$ cat src/rtl/slri_pkg.sv
`timescale 1ns / 1ps
// ----------------------------------------------------------------------------
// Sorted list package
// Shared types and constants for the sorted list with insert and remove.
// ----------------------------------------------------------------------------
package slri_pkg;

    localparam int VALUE_W = 32;
    localparam int COUNT_W = 5;

    // Command codes
    localparam logic OP_INSERT = 1'b0;
    localparam logic OP_REMOVE = 1'b1;

    typedef logic signed [VALUE_W-1:0] t_value;

    // Largest value reported while the list is empty
    localparam t_value EMPTY_LARGEST = 32'sd1000;

    // Command beat
    typedef struct packed {
        logic   cmd;
        t_value value;
    } t_cmd;

    // Result beat
    typedef struct packed {
        logic               ok;
        logic [COUNT_W-1:0] count;
        logic               is_empty;
        logic               is_full;
        t_value             largest;
    } t_res;

    // Control broadcast to every cell
    typedef struct packed {
        logic   ins_en;
        logic   rem_en;
        t_value x;
    } t_cell_ctl;

    // Compare flags from one cell, gated by occupancy
    typedef struct packed {
        logic ge;
        logic gt;
    } t_cell_flags;

endpackage

$ cat src/rtl/slri_if.sv
`timescale 1ns / 1ps
// ----------------------------------------------------------------------------
// Sorted list channels
// Valid/ready channels for command beats and result beats.
// ----------------------------------------------------------------------------
interface slri_cmd_if;
    import slri_pkg::*;

    logic valid;
    logic ready;
    t_cmd data;

    modport source (output valid, output data, input ready);
    modport sink   (input valid, input data, output ready);
endinterface

interface slri_res_if;
    import slri_pkg::*;

    logic valid;
    logic ready;
    t_res data;

    modport source (output valid, output data, input ready);
    modport sink   (input valid, input data, output ready);
endinterface

$ cat src/rtl/slri_cell.sv
`timescale 1ns / 1ps
// ----------------------------------------------------------------------------
// Sorted list cell
// Holds one entry of the descending list, compares it with the command value
// and takes its neighbour's entry when an insert or remove moves the list.
// ----------------------------------------------------------------------------
module slri_cell (
    input  logic                  i_clk,
    input  slri_pkg::t_cell_ctl   i_ctl,
    input  logic                  i_occ,
    input  logic                  i_prev_ge,
    input  slri_pkg::t_value      i_prev_val,
    input  slri_pkg::t_value      i_next_val,
    output slri_pkg::t_cell_flags o_flags,
    output slri_pkg::t_value      o_val,
    output slri_pkg::t_value      o_nval
);
    import slri_pkg::*;

    t_value r_val;
    t_value n_val;

    // Compare the held entry with the command value
    always_comb begin
        o_flags.ge = i_occ && (r_val >= i_ctl.x);
        o_flags.gt = i_occ && (r_val >  i_ctl.x);
    end

    // Insert: cells below the new value move down one place, the first one
    // takes the value. Remove: cells from the match onward move up one place.
    always_comb begin
        n_val = r_val;
        if (i_ctl.ins_en && !o_flags.ge) begin
            n_val = i_prev_ge ? i_ctl.x : i_prev_val;
        end else if (i_ctl.rem_en && !o_flags.gt) begin
            n_val = i_next_val;
        end
    end

    always_ff @(posedge i_clk) begin
        r_val <= n_val;
    end

    assign o_val  = r_val;
    assign o_nval = n_val;

endmodule

$ cat src/rtl/sorted_list_insert_remove.sv
`timescale 1ns / 1ps
// ----------------------------------------------------------------------------
// Sorted list with insert and remove
// Holds up to CAPACITY signed values in a row of cells, kept in descending
// order from cell 0, so the largest value always sits in cell 0.
// ----------------------------------------------------------------------------
// Usage:
//   i_cmd carries one command per beat: cmd 0 inserts value, cmd 1 removes
//   the first stored copy of value. o_res carries one result per command:
//   ok, count, is_empty, is_full and largest, all showing the list after the
//   command (largest reads 1000 while the list is empty).
//   An insert into a full list, or a remove of an absent value, leaves the
//   list unchanged and returns ok low.
//   The result beat is registered and follows the command beat in the next
//   cycle. Every cell compares and shifts in the same cycle, so one command is
//   taken per cycle while results are taken; the rate is set by the compare
//   across the row and the match reduction that gates the remove shift.
//   When the receiver stalls the result holds in the output register and
//   i_cmd.ready drops until that beat is taken; a command is taken in the
//   same cycle as the waiting result leaves.
//   Reset empties the list and drops the output valid. Cell contents are not
//   cleared: only entries below the count are ever looked at.
// ----------------------------------------------------------------------------
module sorted_list_insert_remove #(
    parameter int CAPACITY = 16
) (
    input  logic       i_clk,
    input  logic       i_rst_n,
    slri_cmd_if.sink   i_cmd,
    slri_res_if.source o_res
);
    import slri_pkg::*;

    localparam int CNT_W = $clog2(CAPACITY + 1);
    localparam logic [CNT_W-1:0] CAP_CNT = CNT_W'(CAPACITY);

    logic [CNT_W-1:0] r_count;
    logic [CNT_W-1:0] n_count;
    logic             r_ovalid;
    t_res             r_res;
    t_res             n_res;

    logic             w_accept;
    logic             w_found;
    logic             w_full;
    t_cell_ctl        w_ctl;
    logic             w_occ   [CAPACITY];
    t_cell_flags      w_flags [CAPACITY];
    t_value           w_val   [CAPACITY];
    t_value           w_nval  [CAPACITY];
    logic [CNT_W+4:0] w_count_wide;

    // Take a command whenever the output register is free or being emptied
    assign i_cmd.ready = !r_ovalid || o_res.ready;
    assign w_accept    = i_cmd.valid && i_cmd.ready;
    assign w_full      = (r_count == CAP_CNT);

    // Any occupied cell holding the value
    always_comb begin
        w_found = 1'b0;
        for (int i = 0; i < CAPACITY; i++) begin
            w_found = w_found | (w_occ[i] && (w_val[i] == i_cmd.data.value));
        end
    end

    // Broadcast the operation to the row
    always_comb begin
        w_ctl.x      = i_cmd.data.value;
        w_ctl.ins_en = w_accept && (i_cmd.data.cmd == OP_INSERT) && !w_full;
        w_ctl.rem_en = w_accept && (i_cmd.data.cmd == OP_REMOVE) && w_found;
    end

    // Row of cells
    for (genvar g = 0; g < CAPACITY; g++) begin : g_cell
        assign w_occ[g] = (CNT_W'(g) < r_count);

        if (g == 0) begin : g_first
            if (CAPACITY > 1) begin : g_more
                slri_cell u_cell (
                    .i_clk      (i_clk),
                    .i_ctl      (w_ctl),
                    .i_occ      (w_occ[g]),
                    .i_prev_ge  (1'b1),
                    .i_prev_val (w_ctl.x),
                    .i_next_val (w_val[g+1]),
                    .o_flags    (w_flags[g]),
                    .o_val      (w_val[g]),
                    .o_nval     (w_nval[g])
                );
            end else begin : g_only
                slri_cell u_cell (
                    .i_clk      (i_clk),
                    .i_ctl      (w_ctl),
                    .i_occ      (w_occ[g]),
                    .i_prev_ge  (1'b1),
                    .i_prev_val (w_ctl.x),
                    .i_next_val (w_val[g]),
                    .o_flags    (w_flags[g]),
                    .o_val      (w_val[g]),
                    .o_nval     (w_nval[g])
                );
            end
        end else if (g == CAPACITY - 1) begin : g_last
            slri_cell u_cell (
                .i_clk      (i_clk),
                .i_ctl      (w_ctl),
                .i_occ      (w_occ[g]),
                .i_prev_ge  (w_flags[g-1].ge),
                .i_prev_val (w_val[g-1]),
                .i_next_val (w_val[g]),
                .o_flags    (w_flags[g]),
                .o_val      (w_val[g]),
                .o_nval     (w_nval[g])
            );
        end else begin : g_mid
            slri_cell u_cell (
                .i_clk      (i_clk),
                .i_ctl      (w_ctl),
                .i_occ      (w_occ[g]),
                .i_prev_ge  (w_flags[g-1].ge),
                .i_prev_val (w_val[g-1]),
                .i_next_val (w_val[g+1]),
                .o_flags    (w_flags[g]),
                .o_val      (w_val[g]),
                .o_nval     (w_nval[g])
            );
        end
    end

    // Advance the count
    always_comb begin
        n_count = r_count;
        if (w_ctl.ins_en) begin
            n_count = r_count + CNT_W'(1);
        end else if (w_ctl.rem_en) begin
            n_count = r_count - CNT_W'(1);
        end
    end

    // Build the result beat from the state after the command
    assign w_count_wide = {5'b0, n_count};

    always_comb begin
        n_res.ok       = w_ctl.ins_en || w_ctl.rem_en;
        n_res.count    = w_count_wide[COUNT_W-1:0];
        n_res.is_empty = (n_count == '0);
        n_res.is_full  = (n_count == CAP_CNT);
        n_res.largest  = (n_count == '0) ? EMPTY_LARGEST : w_nval[0];
    end

    // Control registers
    always_ff @(posedge i_clk) begin
        if (!i_rst_n) begin
            r_count  <= '0;
            r_ovalid <= 1'b0;
        end else begin
            r_count <= n_count;
            if (w_accept) begin
                r_ovalid <= 1'b1;
            end else if (o_res.ready) begin
                r_ovalid <= 1'b0;
            end
        end
    end

    // Hold the result beat until it is taken
    always_ff @(posedge i_clk) begin
        if (w_accept) begin
            r_res <= n_res;
        end
    end

    assign o_res.valid = r_ovalid;
    assign o_res.data  = r_res;

endmodule

$ cat src/flat_wrapper.sv
// flat-port wrapper written by rule: the top's interface ports become plain ports
module sorted_list_insert_remove_flat import slri_pkg::*;
#(
    parameter int CAPACITY = 16
)
  (i_clk, i_rst_n, i_cmd_valid, i_cmd_data, i_cmd_ready, o_res_valid, o_res_data, o_res_ready);
  slri_cmd_if i_cmd_i ();
  slri_res_if o_res_i ();
  input  logic i_clk;
  input  logic i_rst_n;
  input wire logic [$bits(i_cmd_i.valid)-1:0] i_cmd_valid;
  input wire logic [$bits(i_cmd_i.data)-1:0] i_cmd_data;
  output wire logic [$bits(i_cmd_i.ready)-1:0] i_cmd_ready;
  output wire logic [$bits(o_res_i.valid)-1:0] o_res_valid;
  output wire logic [$bits(o_res_i.data)-1:0] o_res_data;
  input wire logic [$bits(o_res_i.ready)-1:0] o_res_ready;
  assign i_cmd_i.valid = i_cmd_valid;
  assign i_cmd_i.data = i_cmd_data;
  assign i_cmd_ready = i_cmd_i.ready;
  assign o_res_valid = o_res_i.valid;
  assign o_res_data = o_res_i.data;
  assign o_res_i.ready = o_res_ready;
  sorted_list_insert_remove #(.CAPACITY(CAPACITY)) u_core (.i_clk(i_clk), .i_rst_n(i_rst_n), .i_cmd(i_cmd_i), .o_res(o_res_i));
endmodule
$ cat config.mk
export PLATFORM = sky130hd
export DESIGN_NAME = sorted_list_insert_remove_flat
export DESIGN_NICKNAME = d
export VERILOG_FILES = /design/src/rtl/slri_pkg.sv /design/src/rtl/slri_if.sv /design/src/rtl/slri_cell.sv /design/src/rtl/sorted_list_insert_remove.sv /design/src/flat_wrapper.sv
export SDC_FILE = /design/constraint.sdc
export NUM_CORES = 2
export LEC_CHECK = 0
export BUFFER_PORTS_ARGS = -buffer_cell sky130_fd_sc_hd__clkbuf_2
export CORE_ASPECT_RATIO = 2
export CORE_MARGIN = 2
export CORE_UTILIZATION = 55
export DETAILED_ROUTE_END_ITERATION = 12
export PLACE_DENSITY = 0.71
export SYNTH_ARGS = -nofsm -noshare
export SYNTH_HDL_FRONTEND = slang
export SYNTH_SLANG_ARGS = --single-unit
$ cat constraint.sdc
create_clock -name i_clk -period 11.6 [get_ports i_clk]
set_input_delay 2.9 -clock i_clk [delete_from_list [all_inputs] [get_ports i_clk]]
set_output_delay 2.9 -clock i_clk [all_outputs]
set_load 0.1 [all_outputs]
==> impl_metrics.csv <==
group,metric,value,unit
status,status,"complete, no violations",
worst_setup_path,crit_path_end_kind,"register",
worst_setup_path,required,11860,ps
timing,hold_violations,0,
clock_tree,clk-insertion-delay-late,660,ps
logic_synthesis,yosysMostFrequentCell,"edfxtp_1",
worst_setup_path,crit_type,"input pin to register",
logic_synthesis,synth_area_leaders,"edfxtp_1, ha_1, mux2_2",
worst_setup_path,arrival,8180,ps
power,power.switching,1.73,mW
logic_synthesis,seq_area_frac_synth,39.6,%
power,p_sw_share,31.1,%
hold_path,holdCritPathClass,"register to register",
power,p_per_area,126,nW/um^2
clock_tree,clk_path_buf_depth,3,
place,dpl_cell_area,42600,sq um
clock_tree,cts_tree,"built",
place,preCtsSetupSlack,3140,ps
floorplanning,initial_core_util,55.4,%
layout,drive_gt1_share,18.1,%
floorplanning,die_h,392,um
place,dp_hpwl,93800,um
logic_synthesis,synth_largest_area_cell,"edfxtp_1",
worst_setup_path,path_cells,"clkbuf_2 > inv_1 > ha_1 > nand4_1 > nor4_1 > nand3_1 > o221ai_1 > nor4_1 > a31oi_4 > buf_4 > nor2_1 > nor2_4",
worst_setup_path,slowest_delay,890,ps
grt,grt-ovfl-total,0,
timing,fmax,126,MHz
floorplanning,fp.dieArea,77400,sq um
timing,setup_tns,0,ps
routing,drc_errors,0,
routing,wl_per_cell,26.3,um
floorplanning,rows,142,
grt,antenna_found_initial,3,
timing,relSlewSlack,21.8,%
worst_setup_path,crit_path_top_delay_cell,"nor4_1",
clock_tree,post_cts_buffers,0,
power,peakVddDrop,0.000132,V
power,p_clk_share,33.5,%
routing,ant_nets,0,
clock_tree,cts_sinks,558,
timing,finClkSkew,41.3,ps
logic_synthesis,synth-seq-cells,558,
logic_synthesis,syn_area,41300,sq um
worst_setup_path,cp_top_family,"simple AND/OR/NAND/NOR gates",
timing,worst_slew_pin_slew,1170,ps
logic_synthesis,syn-num-nets,4359,
worst_setup_path,cp_num_buf_inv,3,
clock_tree,postCtsResizedCells,0,
grt,grt_pass1_wl,189000,um
grt,grtUsageTotal,32.0,%
routing,vias_per_cell,6.65,
clock_tree,cts_buffers,53,
routing,routed_wl,124000,um
layout,finalNetCount,4296,
power,leakage,17.8,nW
routing,first_pass_iters,6,
floorplanning,ios,79,
place,port_buffers,78,
timing,drv_slew,0,
power,p_comb_share,21.5,%
floorplanning,die_x,198,um
logic_synthesis,yosysUniqueCellTypes,80,
timing,rsz0062_at_grt,"false",
logic_synthesis,netlist.area_leader.share,37.8,%
logic_synthesis,synth_commonest_cells,"edfxtp_1, ha_1, a21oi_1",
logic_synthesis,async_flop_share,0,%
timing,setup_slack,3680,ps
grt,grt_max_degree,96,
clock_tree,hold_buffers,0,
power,intPower,3.85,mW
logic_synthesis,synthFlopType,"edfxtp_1",
clock_tree,clk_pin_slew_worst_paths,70,ps
layout,syn_to_final_growth,7.53,%
worst_setup_path,cp-start-kind,"input pin",
place,place.gp.congestion,0.959,
logic_synthesis,synth_edf_count,520,
run,maxCapViolCount,0,
timing,min_period,7920,ps
clock_tree,h-tree-depth,2,
power,pwr-share-seq,45.0,%
timing,fin_crit_sh,68.3,%
worst_setup_path,cp_max_fo,34,
logic_synthesis,syn-mean-instance-area,10.9,sq um
timing,finalSetupViolCount,0,
grt,grt_pass1_vias,32300,
logic_synthesis,syn_inst,3806,
routing,drt_iter0_drc,2217,
clock_tree,root_buffer,"clkbuf_16",
layout,stdcell_area,44400,sq um
layout,final_util,59.5,%
floorplanning,core_area,74600,sq um
logic_synthesis,yosys_warnings,0,
worst_setup_path,cpMostUsedCell,"nor4_1",
routing,vias,31400,
## kinds of logic after synthesis
family,count (synthesis),synth area share (%)
AOI/OAI and AO/OA,1022,15.5
and+or+nand+nor,698,8.85
muxes,648,16.8
DFF,558,39.6
adders and majority gates,516,15.6
buffers and inverters,362,3.48
xor gates and xnor gates,2,0.0424
## per-stage QoR
| stage | hold slack [ps] | total power, mW | cells |
|---|---|---|---|
| finish | 581 | 5.58 | 4724 |
| global route | 606 | 5.79 | 4724 |
| CTS | 563 | 5.59 | 4723 |
| detailed placement | 575 | 3.73 | 4624 |
| global placement | 564 | 3.70 | 4624 |
| floorplan | 513 | 3.38 | 3806 |
## cell type report
type,count,area [sq um]
Clock inverter,36,402
Fill cell,6276,30200
Sequential cell,558,16400
Multi-Input combinational cell,2886,23900
Timing Repair Buffer,138,841
Inverter,106,399
Clock buffer,63,1370
Tap cell,936,1170
Antenna cell,1,2.50
## worst paths after layout
kind         cells past startpoint  slack [ps]                                                 to                                               start
max                             12        3680   u_core.g_cell[1].g_mid.u_cell.o_val[8]$_DFFE_PP_                                      i_cmd_data[27]
min                              1         580  u_core.g_cell[14].g_mid.u_cell.o_val[1]$_DFFE_PP_  u_core.g_cell[15].g_last.u_cell.o_val[1]$_DFFE_PP_
max reg2reg                     10        6440   u_core.g_cell[1].g_mid.u_cell.o_val[8]$_DFFE_PP_   u_core.g_cell[4].g_mid.u_cell.o_val[25]$_DFFE_PP_
min reg2reg                      1         580  u_core.g_cell[14].g_mid.u_cell.o_val[1]$_DFFE_PP_  u_core.g_cell[15].g_last.u_cell.o_val[1]$_DFFE_PP_
## routing by layer
layer / GRT usage (%) / part of all wire (%)
met3: 2.96 / 3.9
met4: 26.5 / 9.3
met5: 0 / 0.023
met1: 33.2 / 35
met2: 58.2 / 51
## placed cells by master, fill, tap and decap left out, drive strengths merged, types with 33 or more instances in the layout
cell / instances
a211oi: 37
a21o: 195
a21oi: 449
a31oi: 70
and3: 37
buf: 60
clkbuf: 141
dfxtp: 38
edfxtp: 520
ha: 516
inv: 106
mux2: 375
mux2i: 273
nand2: 64
nand4: 134
nor2: 288
nor2b: 33
o2111ai: 37
o21ai: 107
o311ai: 37
## worst register-to-register path: stages, from the launching register on
cell and delay [ps]:
edfxtp_1 460, ha_1 330, nand4_1 220, nor4_1 890, nand3_1 380, o221ai_1 360
nor4_1 150, a31oi_4 600, buf_4 440, nor2_1 130, nor2_4 830
## flip-flops by register name, summed over array words and instances (netlist names)
name,count
u_core.g_cell.g_mid.u_cell.o_val,448
u_core.o_res.data,40
u_core.g_cell.g_first.g_more.u_cell.o_val,32
u_core.g_cell.g_last.u_cell.o_val,32
u_core.r_count,5
u_core.o_res.valid,1
## power by group through the flow
stage,Sequential (mW),Clock (mW),Combinational (mW)
2_1_floorplan,2.62,0,0.761
3_3_place_gp,2.55,0,1.15
3_5_place_dp,2.55,0,1.19
4_1_cts,2.50,1.89,1.19
5_1_grt,2.52,1.95,1.32
6_report,2.51,1.87,1.20
Note: power is estimated with default switching activity, not from simulation.
